==> src/hw/rtl/kmscd_pkg.sv <==
// Shared types and constants of the key matrix scanner with change detection.
package kmscd_pkg;

    localparam int MIN_LINES         = 2;
    localparam int MAX_LINES         = 16;
    localparam int DRIVE_LINES_DEF   = 16;
    localparam int SENSE_LINES_DEF   = 16;

    localparam int ROW_W             = 4;
    localparam int BITS_W            = 16;
    localparam int S_TDATA_W         = 16;
    localparam int M_TDATA_W         = 32;
    localparam int M_TUSER_W         = 1;

    localparam int SCANNED_ROW_LSB   = 0;
    localparam int SENSE_INDEX_LSB   = 4;
    localparam int CONNECTED_BIT     = 8;
    localparam int ROW_BITS_LSB      = 9;
    localparam int NEXT_ROW_LSB      = 25;
    localparam int SCAN_DONE_BIT     = 29;

    typedef enum logic [1:0] {
        ST_IDLE,
        ST_LOOKUP,
        ST_EMIT
    } state_t;

    function automatic int clamp_lines(input int n);
        if (n < MIN_LINES) begin
            return MIN_LINES;
        end else if (n > MAX_LINES) begin
            return MAX_LINES;
        end else begin
            return n;
        end
    endfunction

endpackage

==> src/hw/rtl/kmscd_ram.sv <==
// Generic single-port-write, single-port-read RAM with a registered read.
module kmscd_ram #(
    parameter int WIDTH = 16,
    parameter int DEPTH = 16
) (
    input  logic                     aclk,
    input  logic                     we,
    input  logic [$clog2(DEPTH)-1:0] waddr,
    input  logic [WIDTH-1:0]         wdata,
    input  logic                     re,
    input  logic [$clog2(DEPTH)-1:0] raddr,
    output logic [WIDTH-1:0]         rdata
);

    logic [WIDTH-1:0] mem [DEPTH];
    logic [WIDTH-1:0] rdata_reg;

    always_ff @(posedge aclk) begin
        if (we) begin
            mem[waddr] <= wdata;
        end
        if (re) begin
            rdata_reg <= mem[raddr];
        end
    end

    assign rdata = rdata_reg;

endmodule

==> src/hw/rtl/key_matrix_scan_change_detect.sv <==
// Top level of the key matrix scanner with change detection.
//
// Each input transaction carries the sense levels sampled while the current drive line
// was held low; the contact image of every row lives in a small RAM with a registered
// read. An item goes through the RAM read, then compare and write back, then one
// emission step for each result it causes: a single status or dump result, or up to
// sixteen when all sixteen contacts of a row change; the results of an item leave
// through an output register, one per cycle while the consumer keeps m_tready high.
// Row valid bits cleared by reset make the image read as all zeros, so no clearing
// pass is needed. After the single dump pass every further item is accepted and
// dropped without a result until reset.
module key_matrix_scan_change_detect #(
    parameter int DRIVE_LINES = kmscd_pkg::DRIVE_LINES_DEF,
    parameter int SENSE_LINES = kmscd_pkg::SENSE_LINES_DEF
) (
    input  logic                             aclk,
    input  logic                             aresetn,
    // Configuration: cfg_data is dump_mode.
    input  logic                             cfg_valid,
    output logic                             cfg_ready,
    input  logic                             cfg_data,
    // s_tdata: sense_bits[15:0].
    input  logic                             s_tvalid,
    output logic                             s_tready,
    input  logic [kmscd_pkg::S_TDATA_W-1:0]  s_tdata,
    // m_tdata: scanned_row[3:0], sense_index[7:4], connected[8], row_bits[24:9],
    // next_drive_row[28:25], scan_done[29], zero padding[31:30].
    output logic                             m_tvalid,
    input  logic                             m_tready,
    output logic [kmscd_pkg::M_TDATA_W-1:0]  m_tdata,
    // m_tuser: change_valid[0].
    output logic [kmscd_pkg::M_TUSER_W-1:0]  m_tuser,
    output logic                             m_tlast
);

    localparam int ROWS = kmscd_pkg::clamp_lines(DRIVE_LINES);
    localparam int COLS = kmscd_pkg::clamp_lines(SENSE_LINES);
    localparam int AW   = $clog2(ROWS);
    localparam logic [kmscd_pkg::BITS_W-1:0] SENSE_MASK =
        kmscd_pkg::BITS_W'((17'd1 << COLS) - 17'd1);

    kmscd_pkg::state_t state_reg, state_next;

    logic                            dump_mode_reg;
    logic                            first_pass_reg, first_pass_next;
    logic                            dump_finished_reg, dump_finished_next;
    logic [kmscd_pkg::ROW_W-1:0]     drive_row_reg, drive_row_next;
    logic [ROWS-1:0]                 row_valid_reg, row_valid_next;

    logic [kmscd_pkg::ROW_W-1:0]     row_reg, row_next;
    logic [kmscd_pkg::BITS_W-1:0]    bits_reg, bits_next;
    logic                            mode_reg, mode_next;
    logic [kmscd_pkg::BITS_W-1:0]    events_reg, events_next;
    logic [kmscd_pkg::ROW_W-1:0]     next_row_reg, next_row_next;
    logic                            done_reg, done_next;

    logic                            m_tvalid_reg, m_tvalid_next;
    logic [kmscd_pkg::M_TDATA_W-1:0] m_tdata_reg, m_tdata_next;
    logic [kmscd_pkg::M_TUSER_W-1:0] m_tuser_reg, m_tuser_next;
    logic                            m_tlast_reg, m_tlast_next;

    logic                            ram_we, ram_re;
    logic [kmscd_pkg::BITS_W-1:0]    ram_rdata;
    logic [kmscd_pkg::BITS_W-1:0]    old_image;
    logic [kmscd_pkg::BITS_W-1:0]    diff;
    logic [kmscd_pkg::ROW_W:0]       row_inc;
    logic                            wrap;
    logic [kmscd_pkg::ROW_W-1:0]     low_idx;
    logic [kmscd_pkg::BITS_W-1:0]    events_left;
    logic                            s_accept;
    logic                            out_free;
    logic                            load_out;

    kmscd_ram #(
        .WIDTH(kmscd_pkg::BITS_W),
        .DEPTH(ROWS)
    ) u_image_ram (
        .aclk (aclk),
        .we   (ram_we),
        .waddr(row_reg[AW-1:0]),
        .wdata(bits_reg),
        .re   (ram_re),
        .raddr(drive_row_reg[AW-1:0]),
        .rdata(ram_rdata)
    );

    assign cfg_ready = 1'b1;
    assign m_tvalid  = m_tvalid_reg;
    assign m_tdata   = m_tdata_reg;
    assign m_tuser   = m_tuser_reg;
    assign m_tlast   = m_tlast_reg;

    assign s_accept  = s_tvalid && s_tready;
    assign out_free  = !m_tvalid_reg || m_tready;
    assign old_image = row_valid_reg[row_reg[AW-1:0]] ? ram_rdata : '0;
    assign diff      = old_image ^ bits_reg;
    assign row_inc   = {1'b0, row_reg} + 5'd1;
    assign wrap      = (row_inc >= 5'(ROWS));

    always_comb begin
        low_idx = '0;
        for (int i = kmscd_pkg::BITS_W - 1; i >= 0; i--) begin
            if (events_reg[i]) begin
                low_idx = kmscd_pkg::ROW_W'(i);
            end
        end
    end

    assign events_left = events_reg & ~(16'd1 << low_idx);

    // Next state.
    always_comb begin
        state_next = state_reg;
        unique case (state_reg)
            kmscd_pkg::ST_IDLE: begin
                if (s_accept && !dump_finished_reg) begin
                    state_next = kmscd_pkg::ST_LOOKUP;
                end
            end
            kmscd_pkg::ST_LOOKUP: begin
                state_next = kmscd_pkg::ST_EMIT;
            end
            kmscd_pkg::ST_EMIT: begin
                if (out_free && (events_left == '0)) begin
                    state_next = kmscd_pkg::ST_IDLE;
                end
            end
            default: begin
                state_next = kmscd_pkg::ST_IDLE;
            end
        endcase
    end

    // Outputs and datapath.
    always_comb begin
        s_tready           = 1'b0;
        ram_re             = 1'b0;
        ram_we             = 1'b0;
        load_out           = 1'b0;
        row_next           = row_reg;
        bits_next          = bits_reg;
        mode_next          = mode_reg;
        events_next        = events_reg;
        next_row_next      = next_row_reg;
        done_next          = done_reg;
        drive_row_next     = drive_row_reg;
        first_pass_next    = first_pass_reg;
        dump_finished_next = dump_finished_reg;
        row_valid_next     = row_valid_reg;
        unique case (state_reg)
            kmscd_pkg::ST_IDLE: begin
                s_tready  = 1'b1;
                ram_re    = s_accept;
                row_next  = drive_row_reg;
                bits_next = s_tdata[kmscd_pkg::BITS_W-1:0] & SENSE_MASK;
                mode_next = dump_mode_reg;
            end
            kmscd_pkg::ST_LOOKUP: begin
                ram_we                          = 1'b1;
                row_valid_next[row_reg[AW-1:0]] = 1'b1;
                next_row_next                   = wrap ? '0 : row_inc[kmscd_pkg::ROW_W-1:0];
                drive_row_next                  = next_row_next;
                done_next                       = mode_reg && wrap;
                events_next                     = (mode_reg || first_pass_reg) ? '0 : diff;
                if (mode_reg && wrap) begin
                    dump_finished_next = 1'b1;
                end
                if (!mode_reg && wrap) begin
                    first_pass_next = 1'b0;
                end
            end
            kmscd_pkg::ST_EMIT: begin
                load_out = out_free;
                if (out_free) begin
                    events_next = events_left;
                end
            end
            default: begin
            end
        endcase
    end

    always_comb begin
        m_tvalid_next = m_tvalid_reg;
        m_tdata_next  = m_tdata_reg;
        m_tuser_next  = m_tuser_reg;
        m_tlast_next  = m_tlast_reg;
        if (load_out) begin
            m_tvalid_next = 1'b1;
            m_tdata_next  = '0;
            m_tdata_next[kmscd_pkg::SCANNED_ROW_LSB +: kmscd_pkg::ROW_W] = row_reg;
            m_tdata_next[kmscd_pkg::ROW_BITS_LSB +: kmscd_pkg::BITS_W]   = bits_reg;
            m_tdata_next[kmscd_pkg::NEXT_ROW_LSB +: kmscd_pkg::ROW_W]    = next_row_reg;
            m_tdata_next[kmscd_pkg::SCAN_DONE_BIT]                       = done_reg;
            m_tuser_next  = '0;
            m_tlast_next  = (events_left == '0);
            if (events_reg != '0) begin
                m_tdata_next[kmscd_pkg::SENSE_INDEX_LSB +: kmscd_pkg::ROW_W] = low_idx;
                m_tdata_next[kmscd_pkg::CONNECTED_BIT] = !bits_reg[low_idx];
                m_tuser_next[0] = 1'b1;
            end
        end else if (m_tready) begin
            m_tvalid_next = 1'b0;
        end
    end

    always_ff @(posedge aclk) begin
        if (!aresetn) begin
            state_reg         <= kmscd_pkg::ST_IDLE;
            dump_mode_reg     <= 1'b0;
            first_pass_reg    <= 1'b1;
            dump_finished_reg <= 1'b0;
            drive_row_reg     <= '0;
            row_valid_reg     <= '0;
            m_tvalid_reg      <= 1'b0;
        end else begin
            state_reg         <= state_next;
            first_pass_reg    <= first_pass_next;
            dump_finished_reg <= dump_finished_next;
            drive_row_reg     <= drive_row_next;
            row_valid_reg     <= row_valid_next;
            m_tvalid_reg      <= m_tvalid_next;
            if (cfg_valid && cfg_ready) begin
                dump_mode_reg <= cfg_data;
            end
        end
    end

    always_ff @(posedge aclk) begin
        row_reg      <= row_next;
        bits_reg     <= bits_next;
        mode_reg     <= mode_next;
        events_reg   <= events_next;
        next_row_reg <= next_row_next;
        done_reg     <= done_next;
        m_tdata_reg  <= m_tdata_next;
        m_tuser_reg  <= m_tuser_next;
        m_tlast_reg  <= m_tlast_next;
    end

`ifndef ASSERT_OFF
    a_halted_stays_idle: assert property (@(posedge aclk) disable iff (!aresetn)
        (dump_finished_reg && (state_reg == kmscd_pkg::ST_IDLE))
            |=> (state_reg == kmscd_pkg::ST_IDLE))
        else $error("item processed after the dump pass finished");

    a_drive_row_range: assert property (@(posedge aclk) disable iff (!aresetn)
        drive_row_reg < 5'(ROWS))
        else $error("drive row beyond the line count");

    a_done_is_last: assert property (@(posedge aclk) disable iff (!aresetn)
        (m_tvalid_reg && m_tdata_reg[kmscd_pkg::SCAN_DONE_BIT])
            |-> (m_tlast_reg && !m_tuser_reg[0]))
        else $error("scan done on a result that is not a final dump result");

    a_lookup_to_emit: assert property (@(posedge aclk) disable iff (!aresetn)
        (state_reg == kmscd_pkg::ST_LOOKUP) |=> (state_reg == kmscd_pkg::ST_EMIT))
        else $error("lookup not followed by result emission");
`endif

endmodule

==> config.mk <==
export PLATFORM = sky130hd
export DESIGN_NAME = key_matrix_scan_change_detect
export DESIGN_NICKNAME = d
export VERILOG_FILES = /design/src/hw/rtl/kmscd_pkg.sv /design/src/hw/rtl/kmscd_ram.sv /design/src/hw/rtl/key_matrix_scan_change_detect.sv
export SDC_FILE = /design/constraint.sdc
export NUM_CORES = 1
export LEC_CHECK = 0
export ABC_AREA = 1
export BUFFER_PORTS_ARGS = -buffer_cell sky130_fd_sc_hd__buf_2
export CORE_ASPECT_RATIO = 0.7
export CORE_MARGIN = 4
export CORE_UTILIZATION = 50
export CTS_CLUSTER_SIZE = 12
export DETAILED_ROUTE_END_ITERATION = 16
export PLACE_DENSITY = 0.67
export SYNTH_ARGS = -nofsm -noshare
export SYNTH_HDL_FRONTEND = slang
export SYNTH_SLANG_ARGS = --single-unit
==> constraint.sdc <==
create_clock -name aclk -period 3.2 [get_ports aclk]
set_input_delay 0 -clock aclk [delete_from_list [all_inputs] [get_ports aclk]]
set_output_delay 0 -clock aclk [all_outputs]
set_load 0.02 [all_outputs]
After elaboration in Yosys (flattened, before gate mapping)

Memory sizes are Yosys's and may differ from the RTL's. A register that Yosys moved wholly into a read port is not among the register bits.
Cells that the tools add are included.

Shifts and indexed selects: 1
Magnitude comparators: 4
Reductions and logical operators: 21
Muxes and demuxes: 39
Bitwise gates (word level): 4
$add $sub $neg: 1
Equality and inequality tests: 5

Operators with widths:

| cell                                                                         | count |
|---|---|
| 4-bit two-way mux                                                            | 17 |
| 16-bit two-way mux                                                           | 3 |
| 16-bit case mux with 2 select lines                                          | 1 |
| 16-bit bitwise AND                                                           | 1 |
| 16-bit zero test                                                             | 1 |
| 16-bit inverter                                                              | 1 |
| 16-bit bitwise OR                                                            | 1 |
| 16-bit nonzero test                                                          | 1 |
| 1-bit by 4-bit << shifter with 16-bit output, first input constant           | 1 |
| 16-bit XOR                                                                   | 1 |
| 1-bit two-way mux                                                            | 12 |
| 4-bit by 5-bit less-than comparator with 1-bit output, second input constant | 2 |
| 1-bit binary-select mux with 4-bit select                                    | 2 |
| 2-bit AND reduction                                                          | 4 |
| 1-bit logical AND                                                            | 6 |
| 2-bit inequality test, second input constant                                 | 3 |
| 2-bit case mux with 3 select lines                                           | 1 |
| 4-bit by 1-bit adder with 5-bit output, second input constant                | 1 |
| 5-bit >= comparator, second input constant                                   | 1 |
| 1-bit demux with 4-bit select                                                | 1 |
| 4-bit by 1-bit >= comparator with 1-bit output, second input constant        | 1 |
| 1-bit zero test                                                              | 4 |
| 2-bit two-way mux                                                            | 2 |
| 2-bit nonzero test                                                           | 2 |
| 4 further kinds                                                              | 5 |

Memories: 1
Register bits after elaboration: 100
RAM bits: 256
Output and inout port bits: 37
Bits of input ports: 22
Logic and storage cells: 93

Memories:

| name            | depth | bits a word | rd ports | clocked after Yosys merged registers in | wr ports | RTL line        | text |
|---|---|---|---|---|---|---|---|
| u_image_ram.mem | 16    | 16          | 1        | 1                                       | 1        | kmscd_ram.sv:15 | `logic [WIDTH-1:0] mem [DEPTH];` |

Logic depth before layout (Yosys ltp)

Gate-level depths: netlist (run 1).

Word-level depth: 23
Gate-level depth with buffers: 23
Gate-level depth less buffers: 23

By module

Synthesis (run 1) repeated with hierarchy kept, for this count alone.

Cells, all modules: 1504
Area, all modules: 15945.3 um^2

By module, submodules not included:

| module                        | sequential area each (um^2) | area each (um^2) | cells each | instances |
|---|---|---|---|---|
| kmscd_ram                     | 8167.8                      | 11541.1          | 1074       | 1 |
| key_matrix_scan_change_detect | 2742.6                      | 4404.2           | 430        | 1 |

Worst setup path after synthesis (run 1)

No wires, ideal clock.

Kind: register to register
Start: register state_reg[1]
End: register u_image_ram.rdata_reg[0], in the netlist u_image_ram.rdata[0] (read register of u_image_ram.mem) (enable)
Setup time: 389 ps
Clock period less this slack: 2796 ps
Path buffers: 0
Data required time: 2811 ps
Setup slack: 404 ps
Stages on the path, launching flop included: 4
Arrival: 2407 ps
Path through: dfxtp_1 nor2_1 inv_1 nor2_1

Longest elaborated chain between the ends: 4

RTL lines:

| what                   | RTL line                             | text |
|---|---|---|
| from (decl)            | key_matrix_scan_change_detect.sv:42  | `kmscd_pkg::state_t state_reg, state_next;` |
| from (signal assigned) | key_matrix_scan_change_detect.sv:209 | `state_reg <= kmscd_pkg::ST_IDLE;` |
| from (signal assigned) | key_matrix_scan_change_detect.sv:217 | `state_reg <= state_next;` |
| 2-bit zero test        | key_matrix_scan_change_detect.sv:150 | `unique case (state_reg)` |
| 1-bit two-way mux      | key_matrix_scan_change_detect.sv:150 |  |
| via s_tready           | key_matrix_scan_change_detect.sv:24  | `output logic s_tready,` |
| 1-bit logical AND      | key_matrix_scan_change_detect.sv:93  | `assign s_accept = s_tvalid && s_tready;` |
| 1-bit two-way mux      | key_matrix_scan_change_detect.sv:150 |  |
| via ram_re             | key_matrix_scan_change_detect.sv:62  | `logic ram_we, ram_re;` |
| to (decl)              | kmscd_ram.sv:16                      | `logic [WIDTH-1:0] rdata_reg;` |

The timed path passes the listed nets, and every way through them passes these cells.
A chain may end at the register's enable or synchronous reset.

Final worst setup path (run 1)

Start: register events_reg[14] (netlist name)
End: register state_reg[1]

Longest elaborated chain between the ends: 22

RTL lines:

| what                                         | RTL line                             | text |
|---|---|---|
| from (decl)                                  | key_matrix_scan_change_detect.sv:53  | `logic [kmscd_pkg::BITS_W-1:0] events_reg, events_next;` |
| from (signal assigned)                       | key_matrix_scan_change_detect.sv:233 | `events_reg <= events_next;` |
| 4-bit two-way mux (15 in series)             | key_matrix_scan_change_detect.sv:103 | `if (events_reg[i]) begin` |
| 1-bit by 4-bit << shifter with 16-bit output | key_matrix_scan_change_detect.sv:109 | `assign events_left = events_reg & ~(16'd1 << low_idx);` |
| 16-bit inverter                              | key_matrix_scan_change_detect.sv:109 |  |
| 16-bit bitwise AND (*)                       | key_matrix_scan_change_detect.sv:109 |  |
| 16-bit zero test (*)                         | key_matrix_scan_change_detect.sv:124 | `if (out_free && (events_left == '0)) begin` |
| 1-bit logical AND (*)                        | key_matrix_scan_change_detect.sv:124 |  |
| 2-bit inequality test (no line) (*)          | -                                    |  |
| 2-bit AND reduction (no line) (*)            | -                                    |  |

Every way passes the cells marked *; elsewhere a longest branch is shown, timed or not.

==> metrics.yaml, run 1 <==
path_max_fanout: 7
worst_setup_path_end_kind: "register"
rows: 52
area_growth_syn_to_layout_pct: 15.4
tns_ns: 0
preCtsSetupSlack_ns: 0.829
routed_wl_um: 34900
cts_buffers: 38
crit_required_ns: 3.56
synthMuxAreaShare_pct: 4.27
io_buffer_count: 55
power_mw: 10.9
layout_setup_ws_ns: 0.774
antenna_left: 0
peakVddDrop_mv: 0.449
drt-initial-drc-count: 918
crit_path_start_kind: "register"
largest_register_ffs: 256
globalplace.congestion: 0.934
cts_buffer_depth: 3
place_area_um2: 16000
grt_max_degree: 69
drc_errors: 0
yosysUniqueCellTypes: 41
grt_usage_pct: 21.2
slew_viol_final: 0
drtPass1Iterations: 5
cts_sinks: 372
synth-seq-cells: 372
rsz0062_at_grt: "no"
vias: 9173
cts_resized: 0
setup_viol: 0
path_clk_slew_ns: 0.06
synth_compound_area_share_pct: 10.7
synthXorXnorAreaFrac_pct: 0.875
yosys.area_share.adder_pct: 0.333
vias_per_cell: 5.61
synth_top_family_by_area: "compound AO/OA/AOI/OAI gates"
post-dp-hpwl_um: 21600
core_um2: 29200
ys_seq_area_share_pct: 72.7
synth_simple_gate_area_share_pct: 6.53
fin_nets: 1260
finalHoldViolations: 0
worstSkewPairLatency_ns: 0.52
crit_arrival_ns: 2.78
ios: 59
antennaDiodeCount: 0
status: "finished clean"
netlist_instances: 1123
fin_skew_ns: 0.0173
worstHoldPathType: "primary input to register"
fmax_ghz: 0.412
total_leakage_power_nw: 6.04
dp_cells: 1551
fin_crit_sh_pct: 75.8
maxSlewHeadroom_pct: 39.7
antenna_found_initial: 2
grt_pass1_wl_um: 53500
power_density_nw_per_um2: 628
cts_tree: "yes"
grt_pass1_vias: 8903
stdcell_area_um2: 17300
cap_violations: 0
die_h_um: 153
wl_per_cell_um: 21.4
path_class: "register to register"
yosysWarnings: 0
fin_cells: 1635
initial_core_util_pct: 51.4
fp.dieW_um: 215
syn_area_per_cell_um2: 13.4
die_area_um2: 32900
htreeDepth: 2
root_buffer: "clkbuf_16"
period_needed_ns: 2.43
tightest_slew_ns: 0.905
grt_overflow: 0
final_layout_size_suffix_gt1_share_pct: 15.0
synth_area_um2: 15000
==> repair_timing <==
action / 4_1_cts / 5_1_grt
hold buffers: 21 / 0
setup buffers: 0 / 0
endpoints found under the setup margin: 0 / 0
hold endpoints to repair: 24 / 0
==> layout make-up <==
type                    count  area (um2)
clock buffers              60        1090
clock inverters             3        42.5
fillers                  2282       11900
inverters                 123         463
multi-input cells         574        3430
flip-flops and latches    372       10900
well taps                 378         473
repair buffers            125         916
==> report_power, final <==
part,internal (mW),switching [mW]
sequential,5.55,0.168
combinational,0.334,0.697
clock,2.41,1.72
==> placed cells by master, fill, tap and decap left out, types with 2 or more instances in the layout <==
master	netlist	final
dfxtp_2	0	2
o21bai_1	2	2
inv_1	109	108
nor2_4	2	3
buf_4	3	44
o211ai_1	64	64
buf_12	0	5
nand2_4	3	3
nand3_1	22	22
clkbuf_1	42	17
dfxtp_1	26	23
buf_2	9	55
nand3_2	3	3
ha_1	4	4
a21oi_4	2	2
o22ai_1	20	20
nor4_1	2	2
clkbuf_16	0	39
clkbuf_8	0	4
clkinv_1	2	3
nor2_2	1	3
o221ai_1	3	3
xor2_1	15	15
dlygate4sd3_1	0	21
nor2_1	86	83
nand2_1	72	72
nor3_1	3	3
o21ai_1	9	10
nand4_1	11	11
inv_2	11	12
a21oi_1	72	72
mux2i_1	64	64
nand2_2	6	6
conb_1	2	3
o21ai_0	97	96
edfxtp_1	346	346
==> worst max-delay path, cell delays in order (launching register included) <==
cell and delay (ns):
edfxtp_1 0.41, inv_1 0.10, nand2_1 0.06, nand2_1 0.05, nand2_1 0.05, nand2_1 0.05, nand2_1 0.05, nand2_1 0.05
nand2_1 0.05, nand2_1 0.05, nand2_1 0.04, nand2_1 0.05, nand2_1 0.05, nand2_2 0.09, nand2_4 0.09, nand2_4 0.08
nand4_1 0.12, o21bai_1 0.31, nand3_2 0.14, nor2_1 0.12, nand3_1 0.09, nand2_1 0.08, a21oi_1 0.06
==> cells by family (layout without fill, tap and decap cells) <==
family	Yosys count	in the layout
fa+ha+maj	4	4
mux	64	64
other cells	2	3
compound gates	273	273
xor+xnor	15	15
simple gates	215	215
flops	372	372
buf+inv	178	311
==> worst paths after layout <==
check / startpoint / endpoint / slack [ns] / depth (start not counted)
max reg2reg: events_reg[14]$_DFFE_PP_ / state_reg[1]$_SDFFE_PN0P_ / 0.77 / 22
min reg2reg: next_row_reg[2]$_DFFE_PP_ / m_tdata[27]$_DFFE_PP_ / 0.42 / 0
min: s_tdata[11] / bits_reg[11]$_DFFE_PP_ / 0.19 / 2
max: events_reg[14]$_DFFE_PP_ / state_reg[1]$_SDFFE_PN0P_ / 0.77 / 22
==> synth_stat cells, drive strengths merged <==
| master | count | area, um2 |
|---|---|---|
| a211oi | 1 | 7.51 |
| a21boi | 1 | 7.51 |
| a21oi | 74 | 393 |
| buf | 13 | 71.3 |
| clkbuf | 42 | 158 |
| clkinv | 3 | 12.5 |
| conb | 2 | 7.51 |
| dfxtp | 26 | 521 |
| edfxtp | 346 | 10400 |
| ha | 4 | 50.1 |
| inv | 120 | 450 |
| mux2i | 64 | 641 |
| nand2 | 81 | 342 |
| nand3 | 25 | 140 |
| nand4 | 11 | 68.8 |
| nor2 | 89 | 352 |
| nor3 | 4 | 25.0 |
| nor4 | 4 | 46.3 |
| o2111ai | 1 | 8.76 |
| o211ai | 64 | 480 |
| o21ai | 107 | 539 |
| o21bai | 2 | 15.0 |
| o221ai | 3 | 26.3 |
| o22ai | 20 | 125 |
| or2 | 1 | 6.26 |
| xor2 | 15 | 131 |
==> layer usage <==
metal | up-vias | part of all wire (%) | GRT usage (%)
li1 | 4301 | - | -
met3 | 46 | 9.1 | 5.26
met2 | 349 | 42 | 30.2
met4 | 2 | 1.5 | 4.63
met1 | 4475 | 47 | 33.3
met5 | - | 0.034 | 0
==> through the flow <==
step / hold WS [ns] / utilization [%]
after floorplan: 0.0687 / -
after global placement: 0.176 / 54.7
after detailed placement: 0.178 / 54.7
after CTS: 0.155 / 59.3
after global routing: 0.179 / 59.3
final: 0.189 / 59.3
Power figures use the tool's default switching activity.
==> inputs of run 2 (changes only) <==
Settings changed: PLACE_DENSITY 0.67 to 0.69.
Clock period 3.2 ns to 1.95 ns, I/O delays scaled along.
==> metrics.yaml, run 2 (synthesis gave the netlist of run 1 again) <==
crit_required_ns: 2.35
power_frac_clock_pct: 36.3
slew_viol_final: 0
path_class: "register to register"
holdWs_ns: 0.173
worstHoldPathType: "primary input to register"
power_mw: 18.2
final_cell_mix: "346 x edfxtp_1, 107 x buf_4, 105 x inv_1"
maxSlewHeadroom_pct: 40.9
period_needed_ns: 2.35
die_area_um2: 32900
worstSkewPairLatency_ns: 0.54
reg2reg_slack_ns: -0.40
root_buffer: "clkbuf_16"
crit_path_start_kind: "register"
initial_core_util_pct: 51.4
grt_max_degree: 64
rows: 52
cts_sinks: 372
r2r_end: "state_reg[1]$_SDFFE_PN0P_"
path_clk_slew_ns: 0.06
htreeDepth: 2
grt_pass1_wl_um: 56900
setup_viol: 18
regToRegStartpoint: "events_reg[13]$_DFFE_PP_"
cts_buffer_depth: 3
grt_overflow: 0
power_density_nw_per_um2: 981
vias_per_cell: 5.58
total_leakage_power_nw: 6.60
wl_per_cell_um: 22.3
crit_arrival_ns: 2.74
fin_nets: 1355
cp-endpoint: "state_reg[1]$_SDFFE_PN0P_"
final_layout_size_suffix_gt1_share_pct: 24.9
layout_setup_ws_ns: -0.397
core_um2: 29200
tightest_slew_ns: 0.886
antenna_left: 0
dp_cells: 1628
globalplace.congestion: 0.897
fmax_ghz: 0.426
switchingPower_mw: 4.49
cts_tree: "yes"
path_max_fanout: 6
fin_crit_sh_pct: 120
drc_errors: 0
grt_usage_pct: 22.9
die_h_um: 153
peakVddDrop_mv: 0.817
critPathLaunch: "events_reg[13]$_DFFE_PP_"
antennaDiodeCount: 0
fin_cells: 1721
p_comb_share_pct: 12.5
rsz0062_at_grt: "yes"
fin_skew_ns: 0.0126
ios: 59
grt_pass1_vias: 9215
area_growth_syn_to_layout_pct: 23.9
fp.dieW_um: 215
antenna_found_initial: 2
drt-initial-drc-count: 1078
ff2ff_path_depth: 21
failed_checks: "setup timing"
io_buffer_count: 55
drtPass1Iterations: 7
seqPwrFrac_pct: 51.2
finalHoldViolations: 0
largest_register_ffs: 256
p_int_mw: 13.7
routed_wl_um: 38400
worst_setup_path_end_kind: "register"
sw_frac_of_total_pct: 24.6
cts_buffers: 38
vias: 9611
post-dp-hpwl_um: 24400
final_common_cell: "edfxtp_1"
cap_violations: 0
status: "complete, but fails checks"
[run 2: cell count changes in the layout (fill, tap and decap cells not counted), sizes merged]
| cell | previous run | this run |
|---|---|---|
| buf | 104 | 199 |
| clkbuf | 60 | 46 |
| clkinv | 4 | 8 |
| inv | 121 | 122 |
[run 2: power by group through the flow]
stage	clock, mW	combinational, mW	sequential (mW)
after CTS	6.72	2.19	9.34
after global placement	0	2.01	9.49
final	6.62	2.28	9.34
after global routing	7.05	2.45	9.36
after floorplan	0	1.07	9.49
after detailed placement	0	2.05	9.50
[run 2: layout make-up]
| class | instances | area, um2 |
|---|---|---|
| clock buffers | 46 | 1010 |
| inverters | 123 | 472 |
| multi-input cells | 574 | 3720 |
| flip-flops and latches | 372 | 10900 |
| well taps | 378 | 473 |
| clock inverters | 8 | 62.6 |
| repair buffers | 220 | 1940 |
| fillers | 2130 | 10600 |
[run 2: what timing repair did]
item,4_1_cts,5_1_grt
setup endpoints to repair,30,70
setup buffers,14,12
endpoints found under the hold margin,24,0
gates resized for setup,32,26
hold buffers,21,0
pin swaps,14,19
[run 2: worst min path at each step]
| stage | start | end | slack (ns) | cells after the start |
|---|---|---|---|---|
| 6_report | s_tdata[8] | bits_reg[8]$_DFFE_PP_ | 0.17 | 2 |
| 5_1_grt | s_tdata[6] | bits_reg[6]$_DFFE_PP_ | 0.17 | 2 |
| 4_1_cts | s_tdata[11] | bits_reg[11]$_DFFE_PP_ | 0.15 | 2 |
| 3_5_place_dp | s_tdata[12] | bits_reg[12]$_DFFE_PP_ | 0.18 | 1 |
| 3_3_place_gp | s_tdata[8] | bits_reg[8]$_DFFE_PP_ | 0.18 | 1 |
| 2_1_floorplan | aresetn | first_pass_reg$_SDFFE_PN1P_ | 0.07 | 1 |
[run 2: through the flow]
step / util, % / area (um2) / worst slack (ns) / setup TNS [ns]
5_1_grt: 63.7 / 18600 / -0.615 / -7.63
3_3_place_gp: 58.0 / 16900 / -0.193 / -1.06
4_1_cts: 63.1 / 18400 / -0.276 / -1.73
2_1_floorplan: - / 15100 / -0.158 / -2.55
6_report: 63.7 / 18600 / -0.397 / -3.14
3_5_place_dp: 58.0 / 16900 / -0.294 / -1.78
[run 2: layer usage]
layer,vias to the layer above,share of wire (%),GRT usage [%]
met5,-,0,0
met1,4720,47,36.3
met3,50,8.6,4.41
li1,4484,-,-
met2,357,43,32.8
met4,0,1.6,5.33
[run 2: worst max-delay path: stages, from the launching register on]
cell and delay [ns]:
edfxtp_1 0.46, inv_2 0.07, nand2_1 0.07, nand2_1 0.05
nand2_1 0.05, nand2_1 0.05, nand2_1 0.06, nand2_1 0.05
nand2_1 0.05, nand2_1 0.04, nand2_1 0.05, nand2_1 0.05
nand2_2 0.10, nand2_4 0.09, nand2_4 0.09, nand4_1 0.19
o21ai_2 0.23, nand3_2 0.11, nor2_2 0.11, nand3_1 0.08
nand2_1 0.10, a21oi_2 0.06
==> inputs of run 3 (changes only) <==
Settings changed: ABC_AREA 1 to unset, PLACE_DENSITY 0.69 to 0.67.
Clock period 1.95 ns to 2.5 ns, I/O delays scaled along.
==> metrics.yaml, run 3 <==
drc_errors: 0
cts_buffers: 38
maxSlewHeadroom_pct: 52.2
cap_violations: 0
worst_setup_path_end_kind: "register"
tns_ns: -0.124
yosys.area.top_type: "edfxtp_1"
fmax_ghz: 0.391
synthArstFlopShare_pct: 0
tightest_slew_ns: 0.718
fp.dieW_um: 211
synth-seq-cells: 372
antenna_found_initial: 1
core_um2: 28100
wl_per_cell_um: 27.5
globalplace.congestion: 0.864
worstHoldPathType: "primary input to register"
vias: 7915
power_density_nw_per_um2: 771
hold_path_depth: 3
path_max_fanout: 5
path_class: "register to register"
fin_crit_sh_pct: 102
rsz0062_at_grt: "yes"
die_area_um2: 31800
slowest_stage: "or4_4"
status: "complete, but fails checks"
worstHoldStart: "s_tvalid"
worstSkewPairLatency_ns: 0.54
post-synth-top-count-cell: "edfxtp_1"
initial_core_util_pct: 51.4
total_leakage_power_nw: 5.88
regToRegStartpoint: "events_reg[7]$_DFFE_PP_"
die_h_um: 150
grt_overflow: 0
min_to: "u_image_ram.rdata[13]$_DFFE_PP_"
synth_top_family_by_area: "multiplexers"
cts_buffer_depth: 3
crit_path_start_kind: "register"
dr_wl_met2_um: 16300
post-dp-hpwl_um: 22500
grt_pass1_vias: 7953
htreeDepth: 2
final_common_cell: "edfxtp_1"
synth_common_cells: "346 x edfxtp_1, 85 x mux4_2, 34 x nor2_1"
reg2reg_slack_ns: -0.06
ff2ff_path_depth: 7
ys_seq_area_share_pct: 75.4
wl_met3_um: 3130
netlist_instances: 732
final_layout_size_suffix_gt1_share_pct: 37.3
grt_max_degree: 67
crit_chain: "buf_4 > or4_4 > o21ai_4 > buf_4 > a211oi_2 > o311ai_1 > and4bb_1"
drtPass1Iterations: 5
routed_wl_um: 36400
finalHoldViolations: 0
antenna_left: 0
crit_top_cell: "buf_4"
met1_length_um: 16400
dominantRegCellSynth: "edfxtp_1"
fin_nets: 960
drt-initial-drc-count: 853
ios: 59
largest_register_ffs: 256
yosysUniqueCellTypes: 60
final_core_util_pct: 62.7
num-fill-cells: 1962
synthMuxAreaShare_pct: 13.6
cts_sinks: 372
io_buffer_count: 55
vias_per_cell: 5.97
fin_skew_ns: 0.0164
synth.area.top_cells: "edfxtp_1 72%, mux4_2 13%, dfxtp_1 3.6%"
cts_tree: "yes"
slew_viol_final: 0
layout_setup_ws_ns: -0.0606
synth_compound_area_share_pct: 4.20
final_cell_mix: "346 x edfxtp_1, 112 x buf_4, 85 x mux4_2"
slowest_delay_ns: 0.51
path_clk_slew_ns: 0.06
period_needed_ns: 2.56
routed.top_layer: "met4"
synth_area_um2: 14500
synth_simple_gate_area_share_pct: 4.00
grt_pass1_wl_um: 53600
crit_arrival_ns: 2.84
area_growth_syn_to_layout_pct: 22.0
power_mw: 13.6
peakVddDrop_mv: 0.452
rows: 51
setup_viol: 3
grt_usage_pct: 23.4
yosys.area_share.adder_pct: 0.346
synthXorXnorAreaFrac_pct: 1.03
yosysWarnings: 0
crit_required_ns: 2.77
holdWs_ns: 0.165
antennaDiodeCount: 0
failed_checks: "setup timing"
synth_top_area_share_pct: 71.8
syn_area_per_cell_um2: 19.8
r2r_end: "m_tlast$_DFFE_PP_"
root_buffer: "clkbuf_16"
synth_edf_count: 346
[run 3: changes by cell type after synthesis, moves of 13 or more]
cell	delta
a21oi_1	-65
o21ai_0	-88
o21a_1	+17
clkbuf_1	-19
nand2_1	-42
nor2_1	-52
mux2i_1	-59
o22ai_1	-13
o211ai_1	-60
inv_1	-100
mux4_2	+85
nand3_1	-16
[run 3: where the power goes]
group	switching, mW	internal (mW)
Sequential	0.155	7.10
Combinational	0.733	0.572
Clock	2.20	2.84
Total	3.08	10.5
[run 3: layout make-up]
type | count | area (um2) | area share [%]
inverter | 10 | 37.5 | 0.213
timing repair buffer | 198 | 1510 | 8.55
tap | 371 | 464 | 2.63
sequential | 372 | 10900 | 61.9
multi-input combinational | 314 | 3640 | 20.6
clock buffer | 54 | 1020 | 5.79
clock inverter | 6 | 57.6 | 0.326
[run 3: through the flow]
step	area [um2]	std cells	worst slack, ns
2_1_floorplan	14500	733	0.0194
3_3_place_gp	15900	1225	-0.195
3_5_place_dp	15900	1225	-0.205
4_1_cts	17300	1313	0.00283
5_1_grt	17600	1325	-0.123
6_report	17600	1325	-0.0606
[run 3: worst max path at each step]
| stage | endpoint | start | slack (ns) | cells past startpoint |
|---|---|---|---|---|
| 3_5_place_dp | events_reg[11]$_DFFE_PP_ | row_reg[0]$_DFFE_PP_ | -0.21 | 5 |
| 6_report | m_tlast$_DFFE_PP_ | events_reg[7]$_DFFE_PP_ | -0.06 | 7 |
| 2_1_floorplan | u_image_ram.rdata[0]$_DFFE_PP_ | state_reg[1]$_SDFFE_PN0P_ | 0.02 | 2 |
| 3_3_place_gp | events_reg[14]$_DFFE_PP_ | row_reg[0]$_DFFE_PP_ | -0.19 | 5 |
| 4_1_cts | state_reg[1]$_SDFFE_PN0P_ | events_reg[9]$_DFFE_PP_ | 0.003 | 8 |
| 5_1_grt | state_reg[1]$_SDFFE_PN0P_ | events_reg[11]$_DFFE_PP_ | -0.12 | 11 |
[run 3: cells by family (layout without fill, tap and decap cells)]
logic type | after synthesis | after routing
AND/OR/NAND/NOR | 115 | 115
multiplexers | 90 | 90
AO/OA/AOI/OAI | 85 | 85
adder cells (fa/ha/maj) | 4 | 4
buffers and inverters | 47 | 268
XOR/XNOR | 17 | 17
flip-flops | 372 | 372
other | 2 | 3
[run 3: repair_timing]
action / in CTS / in global routing
endpoints found under the hold margin: 42 / 0
resized for setup: 7 / 46
gates cloned: 0 / 1
hold buffers: 21 / 0
endpoints found under the setup margin: 19 / 13
pin swaps: 5 / 5
buffers inserted: 7 / 11
[run 3: critical path, delay by kind of cell (launching register included)]
kind | cells | cell delay (ns)
flip-flops | 1 | 0.50
AO/OA/AOI/OAI | 3 | 0.63
AND/OR/NAND/NOR | 2 | 0.78
buffers and inverters | 2 | 0.38
[run 3: layer usage]
layer	GRT usage [%]	vias to the layer above
li1	-	3385
met5	0	-
met3	4.60	49
met1	37.6	4113
met4	4.89	0
met2	33.8	368
